<file path="config.mk">
export PLATFORM = sky130hd
export DESIGN_NAME = signed_magic_divisor_generator_flat
export DESIGN_NICKNAME = d
export VERILOG_FILES = /design/src/rtl/core/smdg_pkg.sv /design/src/rtl/core/smdg_in_if.sv /design/src/rtl/core/smdg_out_if.sv /design/src/rtl/core/signed_magic_divisor_generator.sv /design/src/rtl/core/smdg_divstep.sv /design/src/flat_wrapper.sv
export SDC_FILE = /design/constraint.sdc
export NUM_CORES = 1
export LEC_CHECK = 0
export BUFFER_PORTS_ARGS = -buffer_cell sky130_fd_sc_hd__buf_2
export CAP_MARGIN = 30
export CORE_MARGIN = 2
export CORE_UTILIZATION = 51
export CTS_CLUSTER_SIZE = 20
export DETAILED_ROUTE_END_ITERATION = 16
export PLACE_DENSITY = 0.68
export SLEW_MARGIN = 40
export SYNTH_ARGS = -nofsm -noshare
export SYNTH_HDL_FRONTEND = slang
export SYNTH_HIERARCHICAL = 1
export SYNTH_SLANG_ARGS = --single-unit
</file>
<file path="constraint.sdc">
create_clock -name clk -period 16.2 [get_ports clk]
set_clock_uncertainty 0.2 [all_clocks]
set_input_delay 3.24 -clock clk [delete_from_list [all_inputs] [get_ports clk]]
set_output_delay 3.24 -clock clk [all_outputs]
set_load 0.05 [all_outputs]
</file>
<file path="src/rtl/core/smdg_pkg.sv">
// Shared constants for the signed division magic number generator.
package smdg_pkg;

  localparam int WORD_BITS_DEF = 32;
  localparam int DIVISOR_W     = 32;
  localparam int MAGIC_W       = 32;
  localparam int SHIFT_W       = 5;

endpackage

</file>
<file path="src/rtl/core/smdg_in_if.sv">
// Divisor channel: valid/ready handshake with one signed divisor per beat.
interface smdg_in_if;
  import smdg_pkg::*;

  logic                        valid;
  logic                        ready;
  logic signed [DIVISOR_W-1:0] divisor;

  modport source (output valid, output divisor, input ready);
  modport sink   (input valid, input divisor, output ready);

endinterface

</file>
<file path="src/rtl/core/smdg_out_if.sv">
// Result channel: valid/ready handshake with magic, shift and invalid flag per beat.
interface smdg_out_if;
  import smdg_pkg::*;

  logic                      valid;
  logic                      ready;
  logic signed [MAGIC_W-1:0] magic;
  logic        [SHIFT_W-1:0] shift;
  logic                      invalid;

  modport source (output valid, output magic, output shift, output invalid, input ready);
  modport sink   (input valid, input magic, input shift, input invalid, output ready);

endinterface

</file>
<file path="src/rtl/core/signed_magic_divisor_generator.sv">
// Top level of the signed division magic number generator.
// Usage:
//   in_chan  (sink): one signed 32-bit divisor per beat.
//   out_chan (source): magic multiplier, shift and invalid flag, one beat per divisor.
//   The divisor is taken modulo 2^WORD_BITS; divisors -1, 0 and 1 give invalid = 1
//   with magic and shift zero.
// Sequence: one restoring division of 2^(W-1) by |d|, a fix-up step, a second
//   division by the anchor value, then refinement steps (two passes through the
//   single shift-subtract unit and a test each); the result is then registered.
//   The single shift-subtract unit serves all of these steps.
// Throughput: one divisor at a time; in_chan.ready is high only while idle.
// Reset: rst_n (synchronous, active low) returns the sequencer to idle and drops
//   out_chan.valid.
// Stall: a finished result is held in the output register until taken; a new
//   divisor may be accepted meanwhile, and its result waits for the register.
module signed_magic_divisor_generator #(
  parameter int WORD_BITS = smdg_pkg::WORD_BITS_DEF
) (
  input  logic       clk,
  input  logic       rst_n,
  smdg_in_if.sink    in_chan,
  smdg_out_if.source out_chan
);
  import smdg_pkg::*;

  localparam int W     = WORD_BITS;
  localparam int CNT_W = $clog2(2 * W + 1);
  localparam logic [W-1:0] TOP  = {1'b1, {(W-1){1'b0}}};
  localparam logic [W-1:0] ONES = {W{1'b1}};

  localparam logic [2:0] S_IDLE  = 3'd0;
  localparam logic [2:0] S_DIV2  = 3'd1;
  localparam logic [2:0] S_FIX   = 3'd2;
  localparam logic [2:0] S_DIV1  = 3'd3;
  localparam logic [2:0] S_LOOP1 = 3'd4;
  localparam logic [2:0] S_LOOP2 = 3'd5;
  localparam logic [2:0] S_TEST  = 3'd6;
  localparam logic [2:0] S_DONE  = 3'd7;

  logic [2:0]       state_r, state_nxt;
  logic [CNT_W-1:0] cnt_r, cnt_nxt;
  logic [CNT_W-1:0] steps_r, steps_nxt;
  logic [W-1:0]     ad_r, ad_nxt;
  logic [W-1:0]     anc_r, anc_nxt;
  logic [W-1:0]     q1_r, q1_nxt, r1_r, r1_nxt;
  logic [W-1:0]     q2_r, q2_nxt, r2_r, r2_nxt;
  logic             neg_r, neg_nxt;
  logic             inv_r, inv_nxt;

  logic                      out_valid_r;
  logic signed [MAGIC_W-1:0] magic_r;
  logic        [SHIFT_W-1:0] shift_r;
  logic                      invalid_r;

  logic [W-1:0] d_w, ad_in;
  logic         in_fire, load;

  logic         sel_one, u_bit;
  logic [W-1:0] u_rem, u_quo, u_dvs, u_rem_out, u_quo_out;

  logic [W-1:0] rsum, rmod, anc_calc, delta;
  logic         keep_going;
  logic signed [W-1:0] m_s;

  // ---- input decode
  assign d_w     = W'(in_chan.divisor);
  assign ad_in   = d_w[W-1] ? (~d_w + W'(1)) : d_w;
  assign in_chan.ready = (state_r == S_IDLE);
  assign in_fire = in_chan.valid && in_chan.ready;

  // ---- shared unit
  assign sel_one = (state_r == S_DIV1) || (state_r == S_LOOP1);
  assign u_rem   = sel_one ? r1_r : r2_r;
  assign u_quo   = sel_one ? q1_r : q2_r;
  assign u_dvs   = sel_one ? anc_r : ad_r;
  assign u_bit   = ((state_r == S_DIV1) || (state_r == S_DIV2)) && (cnt_r == '0);

  smdg_divstep #(.W(W)) u_step (
    .rem_in  (u_rem),
    .quo_in  (u_quo),
    .dvs     (u_dvs),
    .bit_in  (u_bit),
    .rem_out (u_rem_out),
    .quo_out (u_quo_out)
  );

  // ---- fix-up and loop test
  assign rsum     = r2_r + W'(neg_r);
  assign rmod     = (rsum == ad_r) ? '0 : rsum;
  assign anc_calc = TOP + W'(neg_r) - W'(1) - rmod;
  assign delta    = ad_r - r2_r;
  assign keep_going = ((q1_r < delta) || ((q1_r == delta) && (r1_r == '0)))
                      && (steps_r < CNT_W'(2 * W));

  assign m_s  = neg_r ? ~q2_r : (q2_r + W'(1));
  assign load = (state_r == S_DONE) && (!out_valid_r || out_chan.ready);

  always_comb begin
    state_nxt = state_r;
    cnt_nxt   = cnt_r;
    steps_nxt = steps_r;
    ad_nxt    = ad_r;
    anc_nxt   = anc_r;
    q1_nxt    = q1_r;
    r1_nxt    = r1_r;
    q2_nxt    = q2_r;
    r2_nxt    = r2_r;
    neg_nxt   = neg_r;
    inv_nxt   = inv_r;
    unique case (state_r)
      S_IDLE: begin
        if (in_fire) begin
          neg_nxt = d_w[W-1];
          ad_nxt  = ad_in;
          inv_nxt = (d_w == '0) || (d_w == W'(1)) || (d_w == ONES);
          q2_nxt  = '0;
          r2_nxt  = '0;
          cnt_nxt = '0;
          steps_nxt = '0;
          state_nxt = inv_nxt ? S_DONE : S_DIV2;
        end
      end
      S_DIV2: begin
        q2_nxt  = u_quo_out;
        r2_nxt  = u_rem_out;
        cnt_nxt = cnt_r + CNT_W'(1);
        if (cnt_r == CNT_W'(W - 1)) state_nxt = S_FIX;
      end
      S_FIX: begin
        anc_nxt = (anc_calc == '0) ? W'(1) : anc_calc;
        q1_nxt  = '0;
        r1_nxt  = '0;
        cnt_nxt = '0;
        state_nxt = S_DIV1;
      end
      S_DIV1: begin
        q1_nxt  = u_quo_out;
        r1_nxt  = u_rem_out;
        cnt_nxt = cnt_r + CNT_W'(1);
        if (cnt_r == CNT_W'(W - 1)) begin
          steps_nxt = '0;
          state_nxt = S_LOOP1;
        end
      end
      S_LOOP1: begin
        q1_nxt    = u_quo_out;
        r1_nxt    = u_rem_out;
        state_nxt = S_LOOP2;
      end
      S_LOOP2: begin
        q2_nxt    = u_quo_out;
        r2_nxt    = u_rem_out;
        steps_nxt = steps_r + CNT_W'(1);
        state_nxt = S_TEST;
      end
      S_TEST: begin
        state_nxt = keep_going ? S_LOOP1 : S_DONE;
      end
      S_DONE: begin
        if (load) state_nxt = S_IDLE;
      end
      default: state_nxt = S_IDLE;
    endcase
  end

  always_ff @(posedge clk) begin
    if (!rst_n) begin
      state_r     <= S_IDLE;
      out_valid_r <= 1'b0;
    end else begin
      state_r <= state_nxt;
      if (load) begin
        out_valid_r <= 1'b1;
      end else if (out_chan.ready) begin
        out_valid_r <= 1'b0;
      end
    end
  end

  always_ff @(posedge clk) begin
    cnt_r   <= cnt_nxt;
    steps_r <= steps_nxt;
    ad_r    <= ad_nxt;
    anc_r   <= anc_nxt;
    q1_r    <= q1_nxt;
    r1_r    <= r1_nxt;
    q2_r    <= q2_nxt;
    r2_r    <= r2_nxt;
    neg_r   <= neg_nxt;
    inv_r   <= inv_nxt;
    if (load) begin
      magic_r   <= inv_r ? '0 : MAGIC_W'(m_s);
      shift_r   <= inv_r ? '0 : SHIFT_W'(steps_r - CNT_W'(1));
      invalid_r <= inv_r;
    end
  end

  assign out_chan.valid   = out_valid_r;
  assign out_chan.magic   = magic_r;
  assign out_chan.shift   = shift_r;
  assign out_chan.invalid = invalid_r;

endmodule

</file>
<file path="src/rtl/core/smdg_divstep.sv">
// Shared shift-compare-subtract step used by both divisions and the refinement loop.
module smdg_divstep #(
  parameter int W = smdg_pkg::WORD_BITS_DEF
) (
  input  logic [W-1:0] rem_in,
  input  logic [W-1:0] quo_in,
  input  logic [W-1:0] dvs,
  input  logic         bit_in,
  output logic [W-1:0] rem_out,
  output logic [W-1:0] quo_out
);
  import smdg_pkg::*;

  logic [W-1:0] shifted;
  logic         ge;

  // remainder stays below the divisor (at most half range), so the shift never overflows
  assign shifted = {rem_in[W-2:0], bit_in};
  assign ge      = (shifted >= dvs);
  assign rem_out = ge ? (shifted - dvs) : shifted;
  assign quo_out = {quo_in[W-2:0], ge};

endmodule
</file>
<file path="src/flat_wrapper.sv">
// flat-port wrapper written by rule: the top's interface ports become plain ports
module signed_magic_divisor_generator_flat import smdg_pkg::*;
#(
  parameter int WORD_BITS = smdg_pkg::WORD_BITS_DEF
)
  (clk, rst_n, in_chan_valid, in_chan_divisor, in_chan_ready, out_chan_valid, out_chan_magic, out_chan_shift, out_chan_invalid, out_chan_ready);
  smdg_in_if in_chan_i ();
  smdg_out_if out_chan_i ();
  input  logic clk;
  input  logic rst_n;
  input wire logic [$bits(in_chan_i.valid)-1:0] in_chan_valid;
  input wire logic [$bits(in_chan_i.divisor)-1:0] in_chan_divisor;
  output wire logic [$bits(in_chan_i.ready)-1:0] in_chan_ready;
  output wire logic [$bits(out_chan_i.valid)-1:0] out_chan_valid;
  output wire logic [$bits(out_chan_i.magic)-1:0] out_chan_magic;
  output wire logic [$bits(out_chan_i.shift)-1:0] out_chan_shift;
  output wire logic [$bits(out_chan_i.invalid)-1:0] out_chan_invalid;
  input wire logic [$bits(out_chan_i.ready)-1:0] out_chan_ready;
  assign in_chan_i.valid = in_chan_valid;
  assign in_chan_i.divisor = in_chan_divisor;
  assign in_chan_ready = in_chan_i.ready;
  assign out_chan_valid = out_chan_i.valid;
  assign out_chan_magic = out_chan_i.magic;
  assign out_chan_shift = out_chan_i.shift;
  assign out_chan_invalid = out_chan_i.invalid;
  assign out_chan_i.ready = out_chan_ready;
  signed_magic_divisor_generator #(.WORD_BITS(WORD_BITS)) u_core (.clk(clk), .rst_n(rst_n), .in_chan(in_chan_i), .out_chan(out_chan_i));
endmodule
</file>
==> out/qor.yml <==
setup_tns_ns: 0
drtAntennaViolNets: 0
critical_path_class: "flip-flop to flip-flop"
final-setup-viol-count: 0
h-tree-depth: 1
drive_gt1_share_pct: 13.1
drc: 0
cts_hold_buf: 0
row_count: 71
syn_area_um2: 19400
syn_avg_cell_area_um2: 9.64
critical_path_arrival_ns: 9.14
grt_pass1_wl_um: 87000
initial_core_util_pct: 51.8
place_area_um2: 20100
period_minus_slack_ns: 8.94
drt_first_pass_iters: 6
grt.overflow.total: 0
cts_setup_buffers: 0
relSlewSlack_pct: 35.0
clockBufferDepth: 3
tritoncts: "built"
hold-worst-slack_ns: 0.313
place_inst: 2503
ff_latch_area_um2: 7470
hold_viol_final: 0
crit_fanout: 33
area_delta_synth_final_pct: 8.26
syn-num-nets: 2162
antennaDiodeCount: 0
port_buffers: 75
layout_common_cells: "246 x edfxtp_1, 143 x and2_1, 128 x nand2_1"
crit_required_ns: 16.40
cap_violations: 0
antenna_found_initial: 0
grt_use_total_pct: 28.9
drt_iter0_markers: 1631
clk_pin_slew_ns: 0.06
startpoint_type: "flip-flop"
drv_slew: 0
ys.warnings.count: 6
fin_area_um2: 21100
insertion_delay_ns: 0.58
cts-root-buf: "clkbuf_16"
rsz0062_at_grt: "false"
fmax_mhz: 112
grt_max_degree: 193
io_pins: 76
wl_per_cell_um: 22.5
numCtsBuffers: 29
status: "finished, final reports clean"
hp-class: "flip-flop to flip-flop"
grt_pass1_vias: 15000
crit_path_end_kind: "flip-flop"
syn-instance-count: 2017
final_common_cell: "edfxtp_1"
die_x_um: 199
leakage_nw: 7.98
coreArea_um2: 37600
die_y_um: 199
layout.nets: 2168
n_fill_cell: 3355
stdcell_count: 2556
vias_per_cell: 6.16
place_congestion: 0.956
dieArea_um2: 39700
finalCritPeriodShare_pct: 55.2
clock-sinks: 250
hpwl_um: 43800
tightest_slew_ns: 0.968
multi_input_area_um2: 11100
vias: 15700
irDropWorstVdd_v: 0.000155
power.density_nw_per_um2: 250
wl_um: 57500
ctsResizeCount: 0
critical path: stages, from the launching register on:
cell       delay, ns
edfxtp_1        0.32
buf_4           0.34
ha_1            0.33
ha_1            0.28
nand4_1         0.53
or4_1           0.86
or4_1           0.63
xnor3_1         0.23
and3_1          0.15
nand4_1         0.37
or4_4           0.73
nand2_1         0.13
ha_1            0.20
ha_1            0.71
inv_1           0.46
nor3_1          0.36
nand4_1         0.21
nor4_1          0.32
xor2_1          0.19
a2111oi_0       0.41
mux2_2          0.23
o211a_1         0.15
nand4_1         0.11
o41ai_2         0.30
routing by layer:
layer / global-route usage [%] / routed length, µm
met5: 0 / 0
met4: 8.87 / 1690
met3: 3.11 / 3970
met2: 47.7 / 26300
met1: 40.1 / 25500
area by class of cell:
class	instances	share of cell area [%]
tap	511	3.04
sequential	250	35.5
timing repair buffer	93	2.56
clock inverter	18	1.06
clock buffer	35	3.55
multi-input combinational	1551	52.6
inverter	98	1.75
report_power, final:
| group | switching (mW) | internal, mW | total (mW) |
|---|---|---|---|
| sequential | 0.276 | 1.07 | 1.35 |
| clock | 0.284 | 0.396 | 0.679 |
| combinational | 1.89 | 1.35 | 3.24 |
sequential cells by signal, summed over array words and instances (netlist names):
register,cells
u_core/ad_r,32
u_core/anc_r,32
u_core/out_chan.magic,32
u_core/q1_r,32
u_core/q2_r,32
u_core/r1_r,32
u_core/r2_r,32
u_core/cnt_r,7
u_core/steps_r,7
u_core/out_chan.shift,5
u_core/state_r,3
u_core/inv_r,1
u_core/neg_r,1
u_core/out_chan.invalid,1
u_core/out_chan.valid,1
per-stage QoR:
stage | util [%] | power [mW] | setup WS, ns
5_1_grt | 56.0 | 5.62 | 6.66
4_1_cts | 56.0 | 5.22 | 7.44
6_report | 56.0 | 5.27 | 7.26
3_3_place_gp | 53.3 | 4.47 | 7.64
3_5_place_dp | 53.4 | 4.52 | 7.52
2_1_floorplan | - | 3.77 | 8.91
final timing paths:
check	startpoint	endpoint	slack [ns]	cells past startpoint
setup / recovery	u_core/neg_r$_DFFE_PP_	u_core/anc_r[0]$_SDFFCE_PN1P_	7.26	23
hold / removal	u_core/out_chan.valid$_SDFFE_PN0P_	u_core/out_chan.valid$_SDFFE_PN0P_	0.31	2
setup reg to reg	u_core/neg_r$_DFFE_PP_	u_core/anc_r[0]$_SDFFCE_PN1P_	7.26	23
hold reg to reg	u_core/out_chan.valid$_SDFFE_PN0P_	u_core/out_chan.valid$_SDFFE_PN0P_	0.31	2
(Power assumes the default switching activity.)
